===== src/otgs_pkg.sv =====
// Package with the shared types, constants and font functions of the OLED text glyph streamer.
package otgs_pkg;

    // Byte positions within the nine-byte sequence for one character.
    localparam logic [3:0] STEP_PAGE     = 4'd0;
    localparam logic [3:0] STEP_COL_LO   = 4'd1;
    localparam logic [3:0] STEP_COL_HI   = 4'd2;
    localparam logic [3:0] STEP_GLYPH0   = 4'd3;
    localparam logic [3:0] STEP_GLYPH4   = 4'd7;
    localparam logic [3:0] STEP_BLANK    = 4'd8;

    // Command prefixes of the display controller.
    localparam logic [7:0] CMD_PAGE_BASE   = 8'hB0;
    localparam logic [7:0] CMD_COL_LO_BASE = 8'h00;
    localparam logic [7:0] CMD_COL_HI_BASE = 8'h10;
    localparam logic [7:0] BLANK_COLUMN    = 8'h00;

    localparam logic [7:0] GLYPH_ADVANCE = 8'd6;

    // Glyph codes: 0 is blank, 1..10 are the digits, 11..23 the letters.
    typedef logic [4:0] t_glyph;

    localparam t_glyph GLYPH_BLANK = 5'd0;

    // One classified character handed from the front end to the back end.
    typedef struct packed {
        logic [2:0] page;
        logic [6:0] column;
        t_glyph     glyph;
    } t_slot;

    function automatic t_glyph glyph_index(input logic [7:0] code);
        t_glyph idx;
        idx = GLYPH_BLANK;
        if (code >= 8'h30 && code <= 8'h39) begin
            idx = 5'(code - 8'h30) + 5'd1;
        end else begin
            case (code)
                8'h52:   idx = 5'd11; // R
                8'h50:   idx = 5'd12; // P
                8'h61:   idx = 5'd13; // a
                8'h62:   idx = 5'd14; // b
                8'h65:   idx = 5'd15; // e
                8'h68:   idx = 5'd16; // h
                8'h69:   idx = 5'd17; // i
                8'h6C:   idx = 5'd18; // l
                8'h6F:   idx = 5'd19; // o
                8'h70:   idx = 5'd20; // p
                8'h72:   idx = 5'd21; // r
                8'h73:   idx = 5'd22; // s
                8'h79:   idx = 5'd23; // y
                default: idx = GLYPH_BLANK;
            endcase
        end
        return idx;
    endfunction

    // Five columns of a glyph, column 0 in the top byte, bit 0 = top row.
    function automatic logic [39:0] glyph_row(input t_glyph idx);
        logic [39:0] row;
        unique case (idx)
            5'd1:    row = 40'h3E_51_49_45_3E;
            5'd2:    row = 40'h00_42_7F_40_00;
            5'd3:    row = 40'h42_61_51_49_46;
            5'd4:    row = 40'h21_41_45_4B_31;
            5'd5:    row = 40'h18_14_12_7F_10;
            5'd6:    row = 40'h27_45_45_45_39;
            5'd7:    row = 40'h3C_4A_49_49_30;
            5'd8:    row = 40'h01_71_09_05_03;
            5'd9:    row = 40'h36_49_49_49_36;
            5'd10:   row = 40'h06_49_49_29_1E;
            5'd11:   row = 40'h7F_09_19_29_46;
            5'd12:   row = 40'h7F_09_09_09_06;
            5'd13:   row = 40'h20_54_54_54_78;
            5'd14:   row = 40'h7F_48_44_44_38;
            5'd15:   row = 40'h38_54_54_54_18;
            5'd16:   row = 40'h7F_08_04_04_78;
            5'd17:   row = 40'h00_44_7D_40_00;
            5'd18:   row = 40'h00_41_7F_40_00;
            5'd19:   row = 40'h38_44_44_44_38;
            5'd20:   row = 40'h7C_14_14_14_08;
            5'd21:   row = 40'h7C_08_04_04_08;
            5'd22:   row = 40'h48_54_54_54_24;
            5'd23:   row = 40'h0C_50_50_50_3C;
            default: row = 40'h0;
        endcase
        return row;
    endfunction

    function automatic logic [7:0] glyph_byte(input t_glyph idx, input logic [2:0] k);
        logic [39:0] row;
        logic [7:0]  b;
        row = glyph_row(idx);
        unique case (k)
            3'd0:    b = row[39:32];
            3'd1:    b = row[31:24];
            3'd2:    b = row[23:16];
            3'd3:    b = row[15:8];
            3'd4:    b = row[7:0];
            default: b = BLANK_COLUMN;
        endcase
        return b;
    endfunction

endpackage


===== src/otgs_char_if.sv =====
// Handshake interface that carries one text character word.
interface otgs_char_if;
    logic       valid;
    logic       ready;
    logic [7:0] char_code;
    logic       begins_text;
    logic [6:0] start_column;
    logic [2:0] start_page;

    modport source (output valid, output char_code, output begins_text,
                    output start_column, output start_page, input ready);
    modport sink   (input valid, input char_code, input begins_text,
                    input start_column, input start_page, output ready);
endinterface


===== src/otgs_byte_if.sv =====
// Handshake interface that carries one display byte word.
interface otgs_byte_if;
    logic       valid;
    logic       ready;
    logic [7:0] byte_value;
    logic       is_command;
    logic       starts_transfer;
    logic       last;

    modport source (output valid, output byte_value, output is_command,
                    output starts_transfer, output last, input ready);
    modport sink   (input valid, input byte_value, input is_command,
                    input starts_transfer, input last, output ready);
endinterface


===== src/otgs_front.sv =====
// Front end: accepts characters, tracks the cursor and classifies the glyph.
module otgs_front
    import otgs_pkg::*;
#(
    parameter int DISPLAY_WIDTH = 128,
    parameter int PAGE_COUNT    = 8
) (
    input  logic         i_clk,
    input  logic         i_rst_n,
    otgs_char_if.sink    i_char,
    input  logic         i_full,
    output logic         o_push,
    output t_slot        o_slot
);

    localparam logic [7:0] WIDTH_LIM = 8'(DISPLAY_WIDTH);
    localparam logic [3:0] PAGE_LIM  = 4'(PAGE_COUNT);

    logic [6:0] r_col, n_col;
    logic [3:0] r_page, n_page;

    logic [6:0] col0, col1;
    logic [3:0] pg0, pg1;
    logic [7:0] col2;
    logic       full0, pre_wrap, post_wrap, emit, accept;

    assign i_char.ready = !i_full;
    assign accept       = i_char.valid && !i_full;

    always_comb begin
        col0      = i_char.begins_text ? i_char.start_column : r_col;
        pg0       = i_char.begins_text ? {1'b0, i_char.start_page} : r_page;
        full0     = pg0 >= PAGE_LIM;
        pre_wrap  = ({1'b0, col0} + GLYPH_ADVANCE) > WIDTH_LIM;
        col1      = pre_wrap ? 7'd0 : col0;
        pg1       = pre_wrap ? pg0 + 4'd1 : pg0;
        emit      = !full0 && (pg1 < PAGE_LIM);
        col2      = {1'b0, col1} + GLYPH_ADVANCE;
        post_wrap = (col2 + GLYPH_ADVANCE) > WIDTH_LIM;

        if (!emit) begin
            n_col  = full0 ? col0 : col1;
            n_page = full0 ? pg0 : pg1;
        end else if (post_wrap) begin
            n_col  = 7'd0;
            n_page = pg1 + 4'd1;
        end else begin
            n_col  = col2[6:0];
            n_page = pg1;
        end
    end

    assign o_push        = accept && emit;
    assign o_slot.page   = pg1[2:0];
    assign o_slot.column = col1;
    assign o_slot.glyph  = glyph_index(i_char.char_code);

    always_ff @(posedge i_clk) begin
        if (!i_rst_n) begin
            r_col  <= 7'd0;
            r_page <= 4'd0;
        end else if (accept) begin
            r_col  <= n_col;
            r_page <= n_page;
        end
    end

endmodule


===== src/otgs_queue.sv =====
// Two-entry queue between the front end and the back end.
module otgs_queue
    import otgs_pkg::*;
(
    input  logic  i_clk,
    input  logic  i_rst_n,
    input  logic  i_push,
    input  t_slot i_slot,
    output logic  o_full,
    input  logic  i_pop,
    output logic  o_avail,
    output t_slot o_slot
);

    t_slot      r_mem [2];
    logic       r_wr_ptr, r_rd_ptr;
    logic [1:0] r_count;

    assign o_full  = r_count == 2'd2;
    assign o_avail = r_count != 2'd0;
    assign o_slot  = r_mem[r_rd_ptr];

    always_ff @(posedge i_clk) begin
        if (i_push) begin
            r_mem[r_wr_ptr] <= i_slot;
        end
    end

    always_ff @(posedge i_clk) begin
        if (!i_rst_n) begin
            r_wr_ptr <= 1'b0;
            r_rd_ptr <= 1'b0;
            r_count  <= 2'd0;
        end else begin
            if (i_push) begin
                r_wr_ptr <= !r_wr_ptr;
            end
            if (i_pop) begin
                r_rd_ptr <= !r_rd_ptr;
            end
            case ({i_push, i_pop})
                2'b10:   r_count <= r_count + 2'd1;
                2'b01:   r_count <= r_count - 2'd1;
                default: r_count <= r_count;
            endcase
        end
    end

endmodule


===== src/otgs_back.sv =====
// Back end: turns one queued character into nine registered display bytes.
module otgs_back
    import otgs_pkg::*;
(
    input  logic        i_clk,
    input  logic        i_rst_n,
    input  logic        i_avail,
    input  t_slot       i_slot,
    output logic        o_pop,
    otgs_byte_if.source o_byte
);

    logic       r_busy;
    logic [3:0] r_step;
    t_slot      r_slot;
    logic       r_valid;
    logic [7:0] r_byte;
    logic       r_cmd, r_start, r_last;

    logic       adv, emit_now;
    logic [3:0] step;
    t_slot      slot;
    logic [7:0] n_byte;
    logic       n_cmd, n_start, n_last;
    logic [2:0] k;

    // The output register may take a new word when empty or being drained.
    assign adv      = !r_valid || o_byte.ready;
    assign o_pop    = adv && !r_busy && i_avail;
    assign emit_now = adv && (r_busy || i_avail);
    assign step     = r_busy ? r_step : STEP_PAGE;
    assign slot     = r_busy ? r_slot : i_slot;

    always_comb begin
        k       = 3'(step - STEP_GLYPH0);
        n_byte  = BLANK_COLUMN;
        n_cmd   = 1'b0;
        n_start = 1'b1;
        n_last  = 1'b0;
        unique case (step)
            STEP_PAGE: begin
                n_byte = CMD_PAGE_BASE | {5'd0, slot.page};
                n_cmd  = 1'b1;
            end
            STEP_COL_LO: begin
                n_byte = CMD_COL_LO_BASE | {4'd0, slot.column[3:0]};
                n_cmd  = 1'b1;
            end
            STEP_COL_HI: begin
                n_byte = CMD_COL_HI_BASE | {5'd0, slot.column[6:4]};
                n_cmd  = 1'b1;
            end
            STEP_BLANK: begin
                n_byte = BLANK_COLUMN;
                n_last = 1'b1;
            end
            default: begin
                n_byte  = glyph_byte(slot.glyph, k);
                n_start = step == STEP_GLYPH0;
            end
        endcase
    end

    always_ff @(posedge i_clk) begin
        if (emit_now) begin
            r_byte  <= n_byte;
            r_cmd   <= n_cmd;
            r_start <= n_start;
            r_last  <= n_last;
        end
        if (o_pop) begin
            r_slot <= i_slot;
        end
    end

    always_ff @(posedge i_clk) begin
        if (!i_rst_n) begin
            r_busy  <= 1'b0;
            r_step  <= STEP_PAGE;
            r_valid <= 1'b0;
        end else if (adv) begin
            r_valid <= emit_now;
            if (emit_now) begin
                r_busy <= step != STEP_BLANK;
                r_step <= step + 4'd1;
            end
        end
    end

    assign o_byte.valid           = r_valid;
    assign o_byte.byte_value      = r_byte;
    assign o_byte.is_command      = r_cmd;
    assign o_byte.starts_transfer = r_start;
    assign o_byte.last            = r_last;

endmodule


===== src/oled_text_glyph_streamer_top.sv =====
// Top level of the OLED text glyph streamer: front end, queue and byte serializer.
//
//   Channel   Direction  Word                                  Handshake
//   i_char    in         char_code, begins_text, start_column, valid/ready
//                        start_page
//   o_byte    out        byte_value, is_command,               valid/ready
//                        starts_transfer, last
//
// Each drawn character yields nine byte words, one per cycle from the output
// register while the sink is ready; the byte serializer in the back end sets
// that rate. A character is accepted whenever the two-entry queue has room,
// even while bytes of earlier characters are still going out or wait on a
// stalled sink. Characters dropped because the display is full are still
// accepted and yield nothing. Reset is synchronous and active low; it clears
// the cursor to column 0 of page 0 and empties the queue and the output
// register.
module oled_text_glyph_streamer_top
    import otgs_pkg::*;
#(
    parameter int DISPLAY_WIDTH = 128,
    parameter int PAGE_COUNT    = 8
) (
    input  logic        i_clk,
    input  logic        i_rst_n,
    otgs_char_if.sink   i_char,
    otgs_byte_if.source o_byte
);

    // Front end to queue.
    logic  push, full;
    t_slot push_slot;

    // Queue to back end.
    logic  pop, avail;
    t_slot pop_slot;

    // The front end applies the start position and line wrapping, and drops
    // characters once the cursor has run past the last page.
    otgs_front #(
        .DISPLAY_WIDTH (DISPLAY_WIDTH),
        .PAGE_COUNT    (PAGE_COUNT)
    ) u_front (
        .i_clk   (i_clk),
        .i_rst_n (i_rst_n),
        .i_char  (i_char),
        .i_full  (full),
        .o_push  (push),
        .o_slot  (push_slot)
    );

    // The queue holds cursor position and glyph code of pending characters.
    otgs_queue u_queue (
        .i_clk   (i_clk),
        .i_rst_n (i_rst_n),
        .i_push  (push),
        .i_slot  (push_slot),
        .o_full  (full),
        .i_pop   (pop),
        .o_avail (avail),
        .o_slot  (pop_slot)
    );

    // The back end emits page, column and glyph bytes back to back while the
    // sink is ready, taking the next queued character right after the blank spacing column.
    otgs_back u_back (
        .i_clk   (i_clk),
        .i_rst_n (i_rst_n),
        .i_avail (avail),
        .i_slot  (pop_slot),
        .o_pop   (pop),
        .o_byte  (o_byte)
    );

endmodule

===== src/flat_wrapper.sv =====
// flat-port wrapper written by rule: the top's interface ports become plain ports
module oled_text_glyph_streamer_top_flat import otgs_pkg::*;
#(
    parameter int DISPLAY_WIDTH = 128,
    parameter int PAGE_COUNT    = 8
)
  (i_clk, i_rst_n, i_char_valid, i_char_char_code, i_char_begins_text, i_char_start_column, i_char_start_page, i_char_ready, o_byte_valid, o_byte_byte_value, o_byte_is_command, o_byte_starts_transfer, o_byte_last, o_byte_ready);
  otgs_char_if i_char_i ();
  otgs_byte_if o_byte_i ();
  input  logic i_clk;
  input  logic i_rst_n;
  input wire logic [$bits(i_char_i.valid)-1:0] i_char_valid;
  input wire logic [$bits(i_char_i.char_code)-1:0] i_char_char_code;
  input wire logic [$bits(i_char_i.begins_text)-1:0] i_char_begins_text;
  input wire logic [$bits(i_char_i.start_column)-1:0] i_char_start_column;
  input wire logic [$bits(i_char_i.start_page)-1:0] i_char_start_page;
  output wire logic [$bits(i_char_i.ready)-1:0] i_char_ready;
  output wire logic [$bits(o_byte_i.valid)-1:0] o_byte_valid;
  output wire logic [$bits(o_byte_i.byte_value)-1:0] o_byte_byte_value;
  output wire logic [$bits(o_byte_i.is_command)-1:0] o_byte_is_command;
  output wire logic [$bits(o_byte_i.starts_transfer)-1:0] o_byte_starts_transfer;
  output wire logic [$bits(o_byte_i.last)-1:0] o_byte_last;
  input wire logic [$bits(o_byte_i.ready)-1:0] o_byte_ready;
  assign i_char_i.valid = i_char_valid;
  assign i_char_i.char_code = i_char_char_code;
  assign i_char_i.begins_text = i_char_begins_text;
  assign i_char_i.start_column = i_char_start_column;
  assign i_char_i.start_page = i_char_start_page;
  assign i_char_ready = i_char_i.ready;
  assign o_byte_valid = o_byte_i.valid;
  assign o_byte_byte_value = o_byte_i.byte_value;
  assign o_byte_is_command = o_byte_i.is_command;
  assign o_byte_starts_transfer = o_byte_i.starts_transfer;
  assign o_byte_last = o_byte_i.last;
  assign o_byte_i.ready = o_byte_ready;
  oled_text_glyph_streamer_top #(.DISPLAY_WIDTH(DISPLAY_WIDTH), .PAGE_COUNT(PAGE_COUNT)) u_core (.i_clk(i_clk), .i_rst_n(i_rst_n), .i_char(i_char_i), .o_byte(o_byte_i));
endmodule

===== config.mk =====
export PLATFORM = sky130hd
export DESIGN_NAME = oled_text_glyph_streamer_top_flat
export DESIGN_NICKNAME = d
export VERILOG_FILES = /design/src/otgs_pkg.sv /design/src/otgs_char_if.sv /design/src/otgs_byte_if.sv /design/src/otgs_front.sv /design/src/otgs_queue.sv /design/src/otgs_back.sv /design/src/oled_text_glyph_streamer_top.sv /design/src/flat_wrapper.sv
export SDC_FILE = /design/constraint.sdc
export NUM_CORES = 1
export LEC_CHECK = 0
export BUFFER_PORTS_ARGS = -buffer_cell sky130_fd_sc_hd__buf_4
export CAP_MARGIN = 30
export CORE_UTILIZATION = 59
export CTS_CLUSTER_DIAMETER = 60
export DETAILED_ROUTE_END_ITERATION = 12
export PLACE_DENSITY = 0.87
export SYNTH_ARGS = -nofsm -noshare
export SYNTH_HDL_FRONTEND = slang
export SYNTH_SLANG_ARGS = --single-unit

===== constraint.sdc =====
create_clock -name i_clk -period 4.55 [get_ports i_clk]
set_clock_uncertainty 0.2 [all_clocks]
set_input_delay 0.455 -clock i_clk [delete_from_list [all_inputs] [get_ports i_clk]]
set_output_delay 0.455 -clock i_clk [all_outputs]
set_load 0.02 [all_outputs]

==> report_table.html <==
<table>
<tr><th>Metric</th><th>Value</th></tr>
<tr><th colspan="2">Status</th></tr>
<tr><td>Result of the run</td><td>finished, final reports clean</td></tr>
<tr><th colspan="2">STA</th></tr>
<tr><td>Max_slew headroom</td><td>37.28%</td></tr>
<tr><td>Final setup viols</td><td>0</td></tr>
<tr><td>Setup TNS</td><td>0 ns</td></tr>
<tr><td>Crit path time final</td><td>around 3.7 ns</td></tr>
<tr><td>Post-route fraction of the period consumed by the critical path</td><td>between 80% and 90%</td></tr>
<tr><td>Hold violation total from the final report</td><td>0</td></tr>
<tr><td>Highest achievable clock rate</td><td>approximately 0.27 GHz</td></tr>
<tr><td>Unrepaired setup endpoints after global routing</td><td>no</td></tr>
<tr><td>Slew of the pin with the lowest slew margin</td><td>0.9406 ns</td></tr>
<tr><td>Count of final max-slew check failures</td><td>0</td></tr>
<tr><th colspan="2">Synthesis</th></tr>
<tr><td>Netlist cell types</td><td>73</td></tr>
<tr><td>Share of the yosys chip area belonging to registers</td><td>37.97%</td></tr>
<tr><td>Largest area contributor in the netlist</td><td>sky130_fd_sc_hd__edfxtp_1</td></tr>
<tr><td>Biggest area contributors in the synthesized netlist</td><td>sky130_fd_sc_hd__edfxtp_1 (30%), sky130_fd_sc_hd__dfxtp_1 (7.9%), sky130_fd_sc_hd__ha_1 (6.9%)</td></tr>
<tr><td>Synthesis Warnings</td><td>0</td></tr>
<tr><td>Area share of the largest cell type after synthesis</td><td>30.09%</td></tr>
<tr><td>Most frequently used flop master after synthesis</td><td>sky130_fd_sc_hd__edfxtp_1</td></tr>
<tr><td>Syn Area/Cell</td><td>about 9 µm²</td></tr>
<tr><td>Number of enable-type register cells in the synthesized netlist</td><td>56</td></tr>
<tr><td>Mapped Cells</td><td>~610</td></tr>
<tr><td>Post-synthesis register bit count</td><td>78</td></tr>
<tr><td>Area of the mapped netlist</td><td>~5600 µm²</td></tr>
<tr><td>Asr flop ratio synth</td><td>0%</td></tr>
<tr><td>Net Count, Synth</td><td>about 670</td></tr>
<tr><th colspan="2">Place</th></tr>
<tr><td>Number of instances in the placed design</td><td>~730</td></tr>
<tr><td>PortBufs</td><td>35</td></tr>
<tr><td>Weighted congestion reported at the end of routability-driven placement</td><td>about 1.1</td></tr>
<tr><td>Estimated wirelength of the detail-placed design</td><td>roughly 11000 µm</td></tr>
<tr><th colspan="2">GRT</th></tr>
<tr><td>Total congestion overflow</td><td>0</td></tr>
<tr><td>Initial antenna violation count</td><td>0</td></tr>
<tr><td>Via count of the first global-routing pass</td><td>around 4800</td></tr>
<tr><td>Global-route total usage across every layer</td><td>a little over 30%</td></tr>
<tr><td>Maximum number of pins on one net before global-route repair</td><td>28</td></tr>
<tr><td>Wire length of the first global-routing pass</td><td>approximately 24000 µm</td></tr>
<tr><th colspan="2">Critical path</th></tr>
<tr><td>Slowest stage cell on the critical path</td><td>sky130_fd_sc_hd__dfxtp_1</td></tr>
<tr><td>Startpoint class of the critical path</td><td>register</td></tr>
<tr><td>Cell repeated most along the worst path</td><td>sky130_fd_sc_hd__mux2i_1</td></tr>
<tr><td>Data required time of the critical path</td><td>roughly 4.4 ns</td></tr>
<tr><td>Critical Path Sink Type</td><td>register</td></tr>
<tr><td>Cell depth of the worst flop-to-flop path</td><td>11</td></tr>
<tr><td>Worst r2r dst</td><td>u_core.u_back.o_byte.byte_value[2]</td></tr>
<tr><td>R2R Setup Slk</td><td>about 0.86 ns</td></tr>
<tr><td>Cell breakdown of the critical path</td><td>mux2_2, mux2i_1, buf_4, ha_1, mux2i_1, mux2i_1, o21ai_0, a221oi_1, nor3_1, nor3_1, a22oi_1</td></tr>
<tr><td>Critical path class</td><td>register to register</td></tr>
<tr><td>Worst EP arrival</td><td>~3.6 ns</td></tr>
<tr><td>CP Max Fanout</td><td>16</td></tr>
<tr><td>Total stage count of the critical path</td><td>11</td></tr>
<tr><td>Critical path capture point</td><td>u_core.u_back.o_byte.byte_value[2]</td></tr>
<tr><td>Top Family by Delay on Critical Path</td><td>multiplexers</td></tr>
<tr><td>Bufs and invs on worst path</td><td>1</td></tr>
<tr><td>Peak per-stage delay on the critical path</td><td>between 0.5 and 0.6 ns</td></tr>
<tr><th colspan="2">Die</th></tr>
<tr><td>Standard cell core area</td><td>roughly 9200 µm²</td></tr>
<tr><td>Vertical die dimension</td><td>approximately 99 µm</td></tr>
<tr><td>Floorplan row count</td><td>35</td></tr>
<tr><td>Initial Utilization</td><td>a little over 60%</td></tr>
<tr><td>Number of top-level pins</td><td>36</td></tr>
<tr><td>Die outline width</td><td>approximately 99 µm</td></tr>
<tr><td>Overall die area</td><td>9866 µm²</td></tr>
<tr><th colspan="2">Clock network</th></tr>
<tr><td>Number of sinks handled by clock tree synthesis</td><td>78</td></tr>
<tr><td>Inserted Clock Buffers</td><td>9</td></tr>
<tr><td>TritonCTS clock tree</td><td>built</td></tr>
<tr><td>Total number of H-tree levels</td><td>3</td></tr>
<tr><td>Resized cells post-CTS</td><td>0</td></tr>
<tr><td>Cell at the root of the clock tree</td><td>sky130_fd_sc_hd__clkbuf_8</td></tr>
<tr><td>Clock tree buffer depth</td><td>2</td></tr>
<tr><td>Clock-pin slew on the worst setup and hold paths</td><td>about 0.09 ns</td></tr>
<tr><td>Post-CTS Hold Fix Bufs</td><td>0</td></tr>
<tr><td>Insertion delay to the later sink of the worst-skew pair</td><td>between 0.3 and 0.4 ns</td></tr>
<tr><td># Post-CTS Setup Buffers</td><td>0</td></tr>
<tr><th colspan="2">Pwr</th></tr>
<tr><td>Leak pwr</td><td>~2.3 nW</td></tr>
<tr><td>Power per unit of standard cell area</td><td>between 600 and 700 nW/µm²</td></tr>
<tr><td>Peak VDD IR</td><td>between 0.2 and 0.3 mV</td></tr>
<tr><td>Total power of the final layout</td><td>~3.7 mW</td></tr>
<tr><th colspan="2">Detailed routing</th></tr>
<tr><td>Iter 0 DRT Violations</td><td>~340</td></tr>
<tr><td>Highest metal layer used by the detailed router</td><td>met4</td></tr>
<tr><td>Vias after detailed routing</td><td>between 5000 and 6000</td></tr>
<tr><td>First-pass DRT Iterations</td><td>7</td></tr>
<tr><td>Routed WL</td><td>approximately 15000 µm</td></tr>
<tr><td>Routed metal-1 wire length</td><td>around 5800 µm</td></tr>
<tr><td>Sum of met2 wire segment lengths after detailed routing</td><td>between 7000 and 8000 µm</td></tr>
<tr><td>DRC violations left</td><td>0</td></tr>
<tr><td>Routed WL per cell</td><td>~20 µm</td></tr>
<tr><td>Routed met3 length</td><td>approximately 1100 µm</td></tr>
<tr><td>Number of nets still failing antenna checks after routing</td><td>0</td></tr>
<tr><td>Average via count per standard cell</td><td>around 6.7</td></tr>
<tr><th colspan="2">Layout</th></tr>
<tr><td>Share of post-route cells with drive strength above 1</td><td>15.65%</td></tr>
<tr><td>Leading cell type in the layout, fill and taps excluded</td><td>sky130_fd_sc_hd__nand2_1</td></tr>
<tr><td># nets final</td><td>roughly 690</td></tr>
<tr><td>Highest-count cells in the layout ignoring fill and taps</td><td>sky130_fd_sc_hd__nand2_1 (59), sky130_fd_sc_hd__edfxtp_1 (56), sky130_fd_sc_hd__buf_4 (48)</td></tr>
<tr><td>Fraction of the core area covered by cells at the end of the flow</td><td>between 60% and 70%</td></tr>
<tr><td>Layout overhead on the synthesized area</td><td>10.07%</td></tr>
<tr><td>Final Instance Count excl. Fillers</td><td>750</td></tr>
<tr><td>Inserted Diodes</td><td>0</td></tr>
<tr><td>Number of fill cells in the layout</td><td>approximately 730</td></tr>
<tr><th colspan="2">Run</th></tr>
<tr><td>Max_cap viols</td><td>0</td></tr>
<tr><th colspan="2">Hold path</th></tr>
<tr><td>HP Start</td><td>i_rst_n</td></tr>
<tr><td>Hold crit path type</td><td>input pin to register</td></tr>
</table>
-- stage by stage --
step / hold slack (ns) / setup WS, ns / instance area (µm²)
after detailed placement: 0.2735 / 0.7919 / 5931
after global placement: 0.2644 / 0.8974 / 5931
final: 0.2433 / 0.8556 / 6152
after floorplan: 0.2380 / 0.5810 / 5589
after global routing: 0.2311 / 0.6040 / 6152
after CTS: 0.2305 / 0.9470 / 6152
-- where the power goes --
| part | internal, mW | switching [mW] |
|---|---|---|
| Clock | 0.296 | 0.276 |
| Sequential | 1.02 | 0.102 |
| Combinational | 0.703 | 1.33 |
| Total | 2.01 | 1.71 |
-- how the worst min path moves through the flow --
stage	endpoint	slack, ns	cells past startpoint
finish	u_core.u_back.r_step[3]	0.24	2
global placement	u_core.u_front.r_col[5]	0.26	2
floorplan	u_core.u_front.r_col[5]	0.24	2
global route	u_core.u_back.r_step[3]	0.23	2
CTS	u_core.u_back.r_step[3]	0.23	2
detailed placement	u_core.u_front.r_col[5]	0.27	2
-- cells by family (layout without fill, tap and decap cells) --
| family | after synthesis | after routing | share of synthesized area, % |
|---|---|---|---|
| AO/OA/AOI/OAI | 186 | 186 | 22.23 |
| XOR/XNOR | 11 | 11 | 1.724 |
| adder cells (fa/ha/maj) | 31 | 31 | 6.940 |
| buffers and inverters | 58 | 83 | 4.253 |
| flip-flops | 78 | 78 | 37.97 |
| multiplexers | 46 | 46 | 8.865 |
| AND/OR/NAND/NOR | 204 | 204 | 18.02 |
-- metal layers --
| metal | GRT usage [%] | vias up |
|---|---|---|
| li1 | - | 2341 |
| met1 | 36.67 | 2325 |
| met2 | 53.53 | 276 |
| met3 | 4.638 | 61 |
| met4 | 17.53 | 0 |
| met5 | 0 | - |
-- cell type report --
cell class	instances	area (µm²)	share of cell area, %
inverter	19	71.32	1.159
clock inverter	6	72.57	1.180
sequential	78	2122	34.49
timing repair buffer	48	360.3	5.857
tap	111	138.9	2.257
clock buffer	10	148.9	2.420
multi-input combinational	478	3238	52.63
-- sequential cells by signal, indices dropped and copies added, names as in the netlist, named ones only --
register / cells
u_core.u_back.o_byte.valid: 1
u_core.u_back.r_busy: 1
u_core.u_queue.r_count: 2
u_core.u_queue.r_wr_ptr: 1
u_core.u_back.o_byte.last: 1
u_core.u_queue.r_mem: 30
u_core.u_queue.r_rd_ptr: 1
u_core.u_back.o_byte.is_command: 1
u_core.u_back.r_slot: 15
u_core.u_back.o_byte.byte_value: 8
u_core.u_front.r_page: 4
u_core.u_back.r_step: 4
u_core.u_back.o_byte.starts_transfer: 1
u_core.u_front.r_col: 7
-- cells in the mapped netlist (12+ instances only) --
master / instances
sky130_fd_sc_hd__a211oi_1: 16
sky130_fd_sc_hd__a21oi_1: 36
sky130_fd_sc_hd__and2_1: 12
sky130_fd_sc_hd__clkbuf_1: 25
sky130_fd_sc_hd__dfxtp_1: 22
sky130_fd_sc_hd__edfxtp_1: 56
sky130_fd_sc_hd__ha_1: 31
sky130_fd_sc_hd__inv_1: 16
sky130_fd_sc_hd__mux2_2: 24
sky130_fd_sc_hd__mux2i_1: 21
sky130_fd_sc_hd__nand2_1: 59
sky130_fd_sc_hd__nand3_1: 22
sky130_fd_sc_hd__nor2_1: 42
sky130_fd_sc_hd__nor2b_1: 12
sky130_fd_sc_hd__nor3_1: 18
sky130_fd_sc_hd__o21ai_0: 44
-- worst reg2reg max path, delay by kind of cell, from the launching register on --
kind	cells	cell delay [ns]
flip-flops	1	0.54
AND/OR/NAND/NOR	2	0.55
multiplexers	4	0.83
AO/OA/AOI/OAI	3	0.53
buffers and inverters	1	0.25
adder cells (fa/ha/maj)	1	0.51
Note: power is estimated with default switching activity, not from simulation.
